**src/spq_pkg.sv**
```systemverilog
// Shared types and constants for the sorted priority queue.
package spq_pkg;

  localparam int VALUE_W       = 32;
  localparam int PRIO_W        = 16;
  localparam int COUNT_W       = 5;
  localparam int DEPTH_DEFAULT = 16;

  typedef enum logic [1:0] {
    OP_PUSH  = 2'd0,
    OP_POP   = 2'd1,
    OP_PEEK  = 2'd2,
    OP_CLEAR = 2'd3
  } op_t;

  typedef enum logic [1:0] {
    STAT_OK    = 2'd0,
    STAT_EMPTY = 2'd1,
    STAT_FULL  = 2'd2
  } status_t;

  typedef enum logic {
    S_IDLE = 1'b0,
    S_EXEC = 1'b1
  } state_t;

  typedef struct packed {
    logic [1:0]         opcode;
    logic [VALUE_W-1:0] item_value;
    logic [PRIO_W-1:0]  item_priority;
  } req_t;

  typedef struct packed {
    logic [VALUE_W-1:0] head_value;
    logic [PRIO_W-1:0]  head_priority;
    logic [1:0]         status;
    logic [COUNT_W-1:0] entry_count;
    logic               queue_empty;
  } res_t;

  typedef struct packed {
    logic capture;
    logic execute;
  } cmd_t;

endpackage

```
**src/sorted_priority_queue.sv**
```systemverilog
// Top level of the sorted priority queue: controller and cell-array datapath.
// Each request is captured when accepted and executed in the execute state; the
// result strobe and result come from registers. A new request is accepted only
// when idle; the cell array inserts or shifts all entries at once.
// Reset: synchronous active-low reset empties the queue and returns to idle.
// The result is shown for one cycle only, since the receiver cannot stall.
module sorted_priority_queue #(
  parameter int QUEUE_DEPTH = spq_pkg::DEPTH_DEFAULT
) (
  input  logic          clk,
  input  logic          rst_n,
  input  logic          start,
  output logic          busy,
  input  spq_pkg::req_t in_req,
  output logic          out_valid,
  output spq_pkg::res_t out_res
);

  spq_pkg::cmd_t cmd;

  spq_ctrl u_ctrl (
    .clk       (clk),
    .rst_n     (rst_n),
    .start     (start),
    .busy      (busy),
    .out_valid (out_valid),
    .cmd       (cmd)
  );

  spq_datapath #(
    .QUEUE_DEPTH (QUEUE_DEPTH)
  ) u_dp (
    .clk     (clk),
    .rst_n   (rst_n),
    .cmd     (cmd),
    .in_req  (in_req),
    .out_res (out_res)
  );

endmodule

```
**src/spq_ctrl.sv**
```systemverilog
// Controller state machine that sequences request capture, execution and the result strobe.
module spq_ctrl (
  input  logic          clk,
  input  logic          rst_n,
  input  logic          start,
  output logic          busy,
  output logic          out_valid,
  output spq_pkg::cmd_t cmd
);

  spq_pkg::state_t state_r, state_nxt;
  logic            out_valid_r, out_valid_nxt;

  always_ff @(posedge clk) begin
    if (!rst_n) begin
      state_r     <= spq_pkg::S_IDLE;
      out_valid_r <= 1'b0;
    end else begin
      state_r     <= state_nxt;
      out_valid_r <= out_valid_nxt;
    end
  end

  always_comb begin
    state_nxt     = state_r;
    out_valid_nxt = 1'b0;
    cmd.capture   = 1'b0;
    cmd.execute   = 1'b0;
    busy          = 1'b0;
    case (state_r)
      spq_pkg::S_IDLE: begin
        if (start) begin
          cmd.capture = 1'b1;
          state_nxt   = spq_pkg::S_EXEC;
        end
      end
      spq_pkg::S_EXEC: begin
        busy          = 1'b1;
        cmd.execute   = 1'b1;
        out_valid_nxt = 1'b1;
        state_nxt     = spq_pkg::S_IDLE;
      end
      default: begin
        state_nxt = spq_pkg::S_IDLE;
      end
    endcase
  end

  assign out_valid = out_valid_r;

endmodule

```
**src/spq_datapath.sv**
```systemverilog
// Datapath: sorted shift-register cell array, entry count and result register.
module spq_datapath #(
  parameter int QUEUE_DEPTH = spq_pkg::DEPTH_DEFAULT
) (
  input  logic          clk,
  input  logic          rst_n,
  input  spq_pkg::cmd_t cmd,
  input  spq_pkg::req_t in_req,
  output spq_pkg::res_t out_res
);

  localparam int CW = $clog2(QUEUE_DEPTH + 1);

  spq_pkg::req_t                 req_r;
  logic [spq_pkg::VALUE_W-1:0]   val_r    [QUEUE_DEPTH];
  logic [spq_pkg::PRIO_W-1:0]    prio_r   [QUEUE_DEPTH];
  logic [spq_pkg::VALUE_W-1:0]   val_nxt  [QUEUE_DEPTH];
  logic [spq_pkg::PRIO_W-1:0]    prio_nxt [QUEUE_DEPTH];
  logic [CW-1:0]                 count_r, count_nxt;
  spq_pkg::res_t                 res_r, res_nxt;
  logic [QUEUE_DEPTH-1:0]        after;
  logic                          full, empty, do_push, do_pop;
  logic [CW+spq_pkg::COUNT_W-1:0] count_ext;

  assign full    = (count_r == CW'(QUEUE_DEPTH));
  assign empty   = (count_r == '0);
  assign do_push = (req_r.opcode == spq_pkg::OP_PUSH) && !full;
  assign do_pop  = (req_r.opcode == spq_pkg::OP_POP) && !empty;

  for (genvar i = 0; i < QUEUE_DEPTH; i++) begin : g_cell
    assign after[i] = (CW'(i) >= count_r) || (prio_r[i] > req_r.item_priority);

    always_comb begin
      val_nxt[i]  = val_r[i];
      prio_nxt[i] = prio_r[i];
      if (do_push && after[i]) begin
        if (i == 0) begin
          val_nxt[i]  = req_r.item_value;
          prio_nxt[i] = req_r.item_priority;
        end else if (!after[(i > 0) ? i - 1 : 0]) begin
          val_nxt[i]  = req_r.item_value;
          prio_nxt[i] = req_r.item_priority;
        end else begin
          val_nxt[i]  = val_r[(i > 0) ? i - 1 : 0];
          prio_nxt[i] = prio_r[(i > 0) ? i - 1 : 0];
        end
      end else if (do_pop && (i < QUEUE_DEPTH - 1)) begin
        val_nxt[i]  = val_r[(i < QUEUE_DEPTH - 1) ? i + 1 : i];
        prio_nxt[i] = prio_r[(i < QUEUE_DEPTH - 1) ? i + 1 : i];
      end
    end

    always_ff @(posedge clk) begin
      if (cmd.execute) begin
        val_r[i]  <= val_nxt[i];
        prio_r[i] <= prio_nxt[i];
      end
    end
  end

  always_comb begin
    count_nxt             = count_r;
    res_nxt.head_value    = '0;
    res_nxt.head_priority = '0;
    res_nxt.status        = spq_pkg::STAT_OK;
    case (spq_pkg::op_t'(req_r.opcode))
      spq_pkg::OP_PUSH: begin
        if (full) begin
          res_nxt.status = spq_pkg::STAT_FULL;
        end else begin
          count_nxt = count_r + CW'(1);
        end
      end
      spq_pkg::OP_POP, spq_pkg::OP_PEEK: begin
        if (empty) begin
          res_nxt.status = spq_pkg::STAT_EMPTY;
        end else begin
          res_nxt.head_value    = val_r[0];
          res_nxt.head_priority = prio_r[0];
          if (req_r.opcode == spq_pkg::OP_POP) begin
            count_nxt = count_r - CW'(1);
          end
        end
      end
      spq_pkg::OP_CLEAR: begin
        count_nxt = '0;
      end
      default: begin
        count_nxt = count_r;
      end
    endcase
    count_ext           = {{spq_pkg::COUNT_W{1'b0}}, count_nxt};
    res_nxt.entry_count = count_ext[spq_pkg::COUNT_W-1:0];
    res_nxt.queue_empty = (count_nxt == '0);
  end

  always_ff @(posedge clk) begin
    if (!rst_n) begin
      count_r <= '0;
    end else if (cmd.execute) begin
      count_r <= count_nxt;
    end
  end

  always_ff @(posedge clk) begin
    if (cmd.capture) begin
      req_r <= in_req;
    end
    if (cmd.execute) begin
      res_r <= res_nxt;
    end
  end

  assign out_res = res_r;

endmodule

```
**config.mk**
```make
export PLATFORM = sky130hd
export DESIGN_NAME = sorted_priority_queue
export DESIGN_NICKNAME = d
export VERILOG_FILES = /design/src/spq_pkg.sv /design/src/sorted_priority_queue.sv /design/src/spq_ctrl.sv /design/src/spq_datapath.sv
export SDC_FILE = /design/constraint.sdc
export NUM_CORES = 2
export LEC_CHECK = 0
export BUFFER_PORTS_ARGS = -buffer_cell sky130_fd_sc_hd__buf_2
export CAP_MARGIN = 20
export CORE_MARGIN = 2
export CORE_UTILIZATION = 39
export DETAILED_ROUTE_END_ITERATION = 7
export SYNTH_ARGS = -nofsm -noshare
export SYNTH_HDL_FRONTEND = slang
export SYNTH_SLANG_ARGS = --single-unit
```
**constraint.sdc**
```tcl
create_clock -name clk -period 14.6 [get_ports clk]
set_clock_uncertainty 0.15 [all_clocks]
set_input_delay 1.46 -clock clk [delete_from_list [all_inputs] [get_ports clk]]
set_output_delay 1.46 -clock clk [all_outputs]
set_load 0.02 [all_outputs]
```
Word-level counts from Yosys, hierarchy flattened:

Memories as Yosys holds them, arrays and structs flattened.
Index checks and enable logic that the tools add are counted.

* mux-type cells: 105
* $add $sub $neg: 2
* bitwise operators: 2
* eq/ne operators: 4
* reductions and logical operators: 41
* order comparisons: 32

Operators with widths (number)
* $mux 32: 46
* $mux 16: 46
* $gt 16x16->1: 16
* $ge 4x5->1 const A: 8
* $ge 3x5->1 const A: 4
* $logic_and 1x1->1: 18
* $logic_or 1x1->1: 16
* $mux 5: 3
* $pmux 5 s3: 1
* $ge 1x5->1 const A: 2
* $ge 2x5->1 const A: 2
* $logic_not 5->1: 2
* $mux 1: 6
* $add 5x1->5 const B: 1
* $eq 5x5->1 const B: 1
* $sub 5x1->5 const B: 1
* $eq 2x2->1 const B: 2
* $pmux 2 s2: 1
* $reduce_or 2->1: 2
* $eq 2x1->1 const B: 1
* $logic_not 1->1: 2
* $logic_not 2->1: 1
* $mux 2: 1
* $not 1->1: 2
* $pmux 1 s2: 1

* RAM bits: 768
* memories kept: 2
* word-level logic and storage cells: 199
* register bits after elaboration: 113

Memories
* u_dp.val_r: words 16, bits a word 32, rd ports 16, clocked after memory_dff 0, wr ports 16, RTL line spq_datapath.sv:15 `logic [spq_pkg::VALUE_W-1:0] val_r [QUEUE_DEPTH];`
* u_dp.prio_r: words 16, bits a word 16, rd ports 16, clocked after memory_dff 0, wr ports 16, RTL line spq_datapath.sv:16 `logic [spq_pkg::PRIO_W-1:0] prio_r [QUEUE_DEPTH];`

Depth between registers and ports, before layout:

* depth after elaboration: 5
* depth in mapped cells: 12
* mapped depth without buffers: 8

Modules after synthesis:

Synthesis repeated with hierarchy kept, for this count alone.

* cell total of the unflattened synthesis: 4487
* area, all modules: 48206.2 um^2

Modules (own cells, without submodules)
* spq_datapath: times used 1, cells an instance 4480, area each 48124.9 um^2
* spq_ctrl: times used 1, cells an instance 7, area each 81.3 um^2

Worst setup path after synthesis:

OpenSTA, ideal clock, no wires.

* path kind: reg-to-reg
* start point: register u_dp.req_r[15] (netlist name)
* end point: memory u_dp.prio_r[0][112] in the netlist's numbering, enable pin
* data required time: 13923 ps
* stages on the path, launching flop included: 11
* arrival: 5981 ps
* path buffers: 2
* period minus slack after synthesis: 6658 ps
* slack: 7942 ps
* cell sequence: edfxtp_1 -> inv_1 -> ha_1 -> nand4_1 -> or4_1 -> a21o_1 -> a31oi_4 -> buf_6 -> buf_6 -> nand2_1 -> a21boi_0

RTL lines (RTL line)
* end: declaration: spq_datapath.sv:16

==> flow_metrics.env <==
export IMPL_worst_slew_pin_slew_ns=1.148
export IMPL_syn_area_um2=50000
export IMPL_p_per_area_nw_per_um2=108.6
export IMPL_r2r_cells=10
export IMPL_die_h_um=362.1
export IMPL_drive_above_1_share_pct=10.40
export IMPL_routedWlPerCell_um=26.71
export IMPL_path_clk_slew_ns=0.06
export IMPL_final_antenna_net_count=0
export IMPL_yosys_cell_count_top_type="edfxtp_1"
export IMPL_clockBufferDepth=3
export IMPL_postSynthAreaPerCell_um2=10.51
export IMPL_r2r_start="u_dp.req_r[10]$_DFFE_PP_"
export IMPL_clock_latency_ns=0.73
export IMPL_dpl_hpwl_um=106100
export IMPL_synth_top_area_share_pct=52.49
export IMPL_clkSinkCount=881
export IMPL_setup_viol=0
export IMPL_power_leakage_nw=20.91
export IMPL_ctsResizeCount=0
export IMPL_worstSetupEndpointType="flip-flop"
export IMPL_ctsHoldBuffers=0
export IMPL_timing_worst_setup_path_type="flip-flop to flip-flop"
export IMPL_die_area_um2=131100
export IMPL_root_buffer="clkbuf_16"
export IMPL_cts_buffers=97
export IMPL_ys_types=76
export IMPL_hold_viol=0
export IMPL_sw_frac_of_total_pct=26.19
export IMPL_cts_tree="done"
export IMPL_synth_edf_count=874
export IMPL_ios=111
export IMPL_grt_max_degree=156
export IMPL_overflow=0
export IMPL_synthToLayoutAreaGrowth_pct=9.927
export IMPL_vias=40740
export IMPL_regToRegSetupSlack_ns=8.42
export IMPL_relSlewSlack_pct=23.46
export IMPL_internal_power_mw=4.405
export IMPL_crit_start="u_dp.req_r[10]$_DFFE_PP_"
export IMPL_worstPathArrival_ns=6.39
export IMPL_antenna_found_initial=1
export IMPL_ys_ff_latch=881
export IMPL_slew_violations=0
export IMPL_outcome="completed"
export IMPL_fin_cells=6345
export IMPL_fmax_mhz=161.9
export IMPL_power_mw=5.967
export IMPL_worst_endpoint_required_ns=14.81
export IMPL_core_area_um2=127400
export IMPL_row_count=131
export IMPL_netlist_top_cells_count="874 x edfxtp_1, 725 x a21oi_1, 464 x o21ai_0"
export IMPL_tns_ns=0
export IMPL_drcViolationCount=0
export IMPL_hold_start="u_dp.val_r[0][27]$_DFFE_PP_"
export IMPL_viasPerCell=6.421
export IMPL_dr_pass1_iters=5
export IMPL_grt_setup_unrepaired="no"
export IMPL_grt_pass1_wl_um=253500
export IMPL_grt_usage_pct=24.98
export IMPL_holdPathStages=1
export IMPL_synth_area_top_cells="edfxtp_1 52%, a21oi_1 7.3%, ha_1 6.6%, mux2i_1 5.8%, a31oi_1 5.5%"
export IMPL_drt_iter0_markers=4595
export IMPL_min_to="u_dp.out_res[51]$_SDFFCE_PP0P_"
export IMPL_synthArstFlopShare_pct=0
export IMPL_wirelength_um=169400
export IMPL_globalplace_congestion=0.8994
export IMPL_post_cts_repair_setup_buffers=0
export IMPL_grt_pass1_vias=40130
export IMPL_min_period_ns=6.176
export IMPL_die_width_um=362.1
export IMPL_synthesis_instances=4756
export IMPL_min_path_type="flip-flop to flip-flop"
export IMPL_switching_power_mw=1.563
export IMPL_period_share_pct=42.30
export IMPL_htree_num_levels=3
export IMPL_ir_worst_vdd_uv=87.57
export IMPL_ys_warn_count=0
export IMPL_maxCapViolCount=0
export IMPL_critPathLaunchType="flip-flop"
export IMPL_syn_nets=5073
export IMPL_seq_area_frac_synth_pct=52.77
export IMPL_holdWs_ns=0.4122
export IMPL_start_util_pct=39.26
export IMPL_pwr_share_clk_pct=41.0
export IMPL_power_frac_comb_pct=9.4
export IMPL_path_max_fanout=37
export IMPL_seqPwrFrac_pct=49.6
export IMPL_yosys_area_top_type="edfxtp_1"
export IMPL_r2r_end="u_dp.val_r[1][198]$_DFFE_PP_"
export IMPL_placedCellCount=6172
export IMPL_io_buffers=110
export IMPL_dominantRegCellSynth="edfxtp_1"
export IMPL_num_nets_final=4927
==> worst max path at each step <==
stage | slack, ns | end
after floorplan | 7.94 | u_dp.prio_r[0][112]$_DFFE_PP_
after global placement | 8.66 | u_dp.val_r[1][198]$_DFFE_PP_
after detailed placement | 8.47 | u_dp.val_r[1][202]$_DFFE_PP_
after CTS | 8.48 | u_dp.val_r[1][201]$_DFFE_PP_
after global routing | 8.20 | u_dp.val_r[1][209]$_DFFE_PP_
final | 8.42 | u_dp.val_r[1][198]$_DFFE_PP_
==> layout by cell type, fill, tap and decap left out, drive strengths merged, types with 5 or more instances in the layout <==
| master | count |
|---|---|
| a21o | 14 |
| clkbuf | 123 |
| nand3 | 253 |
| edfxtp | 874 |
| nand2 | 383 |
| o21a | 11 |
| clkinv | 42 |
| mux2i | 292 |
| a211oi | 9 |
| nor2 | 132 |
| o211ai | 15 |
| a31oi | 444 |
| a21boi | 19 |
| ha | 264 |
| buf | 214 |
| bufinv | 6 |
| or4 | 5 |
| o21ai | 484 |
| nor2b | 22 |
| mux2 | 81 |
| nor3b | 6 |
| nor4 | 14 |
| nand4 | 52 |
| and2 | 58 |
| dfxtp | 7 |
| inv | 47 |
| nor3 | 18 |
| o31a | 5 |
| a21oi | 725 |
| and3 | 6 |
==> critical path, stage by stage, from the launching register on <==
cell	delay [ns]
edfxtp_1	0.85
inv_1	0.66
ha_1	0.52
nand4_1	0.12
or4_1	0.57
a21o_1	0.21
a31oi_4	0.73
buf_4	0.39
nand2_1	0.13
a21boi_4	0.74
buf_4	0.62
==> power groups by stage <==
stage          Sequential (mW)  Clock (mW)  Combinational [mW]
2_1_floorplan             2.97           0               0.370
3_3_place_gp              3.01           0               0.532
3_5_place_dp              3.01           0               0.548
4_1_cts                   2.96        2.48               0.549
5_1_grt                   2.97        2.56               0.610
6_report                  2.96        2.45               0.558
==> through the flow <==
step                      utilization, %  area (um2)  worst slack [ns]
after global routing               43.16       54960             8.202
after floorplan                        -       50000             7.942
final                              43.16       54970             8.424
after detailed placement           40.74       51880             8.473
after CTS                          43.14       54940             8.484
after global placement             40.72       51860             8.660
==> logic make-up (layout without fill, tap and decap cells) <==
family | count (synthesis) | count (layout) | share of synthesized area (%)
mux | 373 | 373 | 7.670
flops | 881 | 881 | 52.77
compound gates | 1760 | 1760 | 19.47
simple gates | 972 | 972 | 9.143
buf+inv | 506 | 432 | 4.347
fa+ha+maj | 264 | 264 | 6.606
other cells | 0 | 1 | 0
==> area by class of cell <==
| class | instances | area [um2] |
|---|---|---|
| antenna | 1 | 2.502 |
| clock buffer | 123 | 2566 |
| clock inverter | 48 | 486.7 |
| fill | 12030 | 72390 |
| inverter | 47 | 176.4 |
| multi-input combinational | 3369 | 21890 |
| sequential | 881 | 26390 |
| tap | 1662 | 2079 |
| timing repair buffer | 214 | 1376 |
==> per-layer routing <==
layer / up-vias / GRT usage [%] / part of all wire [%]
met5: - / 0 / 0.012
met4: 2 / 9.199 / 3.9
met3: 408 / 4.715 / 8.1
met2: 2033 / 40.62 / 47
met1: 20380 / 33.11 / 41
li1: 17920 / - / -
==> state kept, by name, indices dropped and copies added (netlist names) <==
register and count:
u_dp.req_r 50, u_dp.count_r 5, u_dp.out_res 56, u_dp.val_r 512, u_ctrl.state_r 1, u_ctrl.out_valid 1
u_dp.prio_r 256
Power figures use the tool's default switching activity.
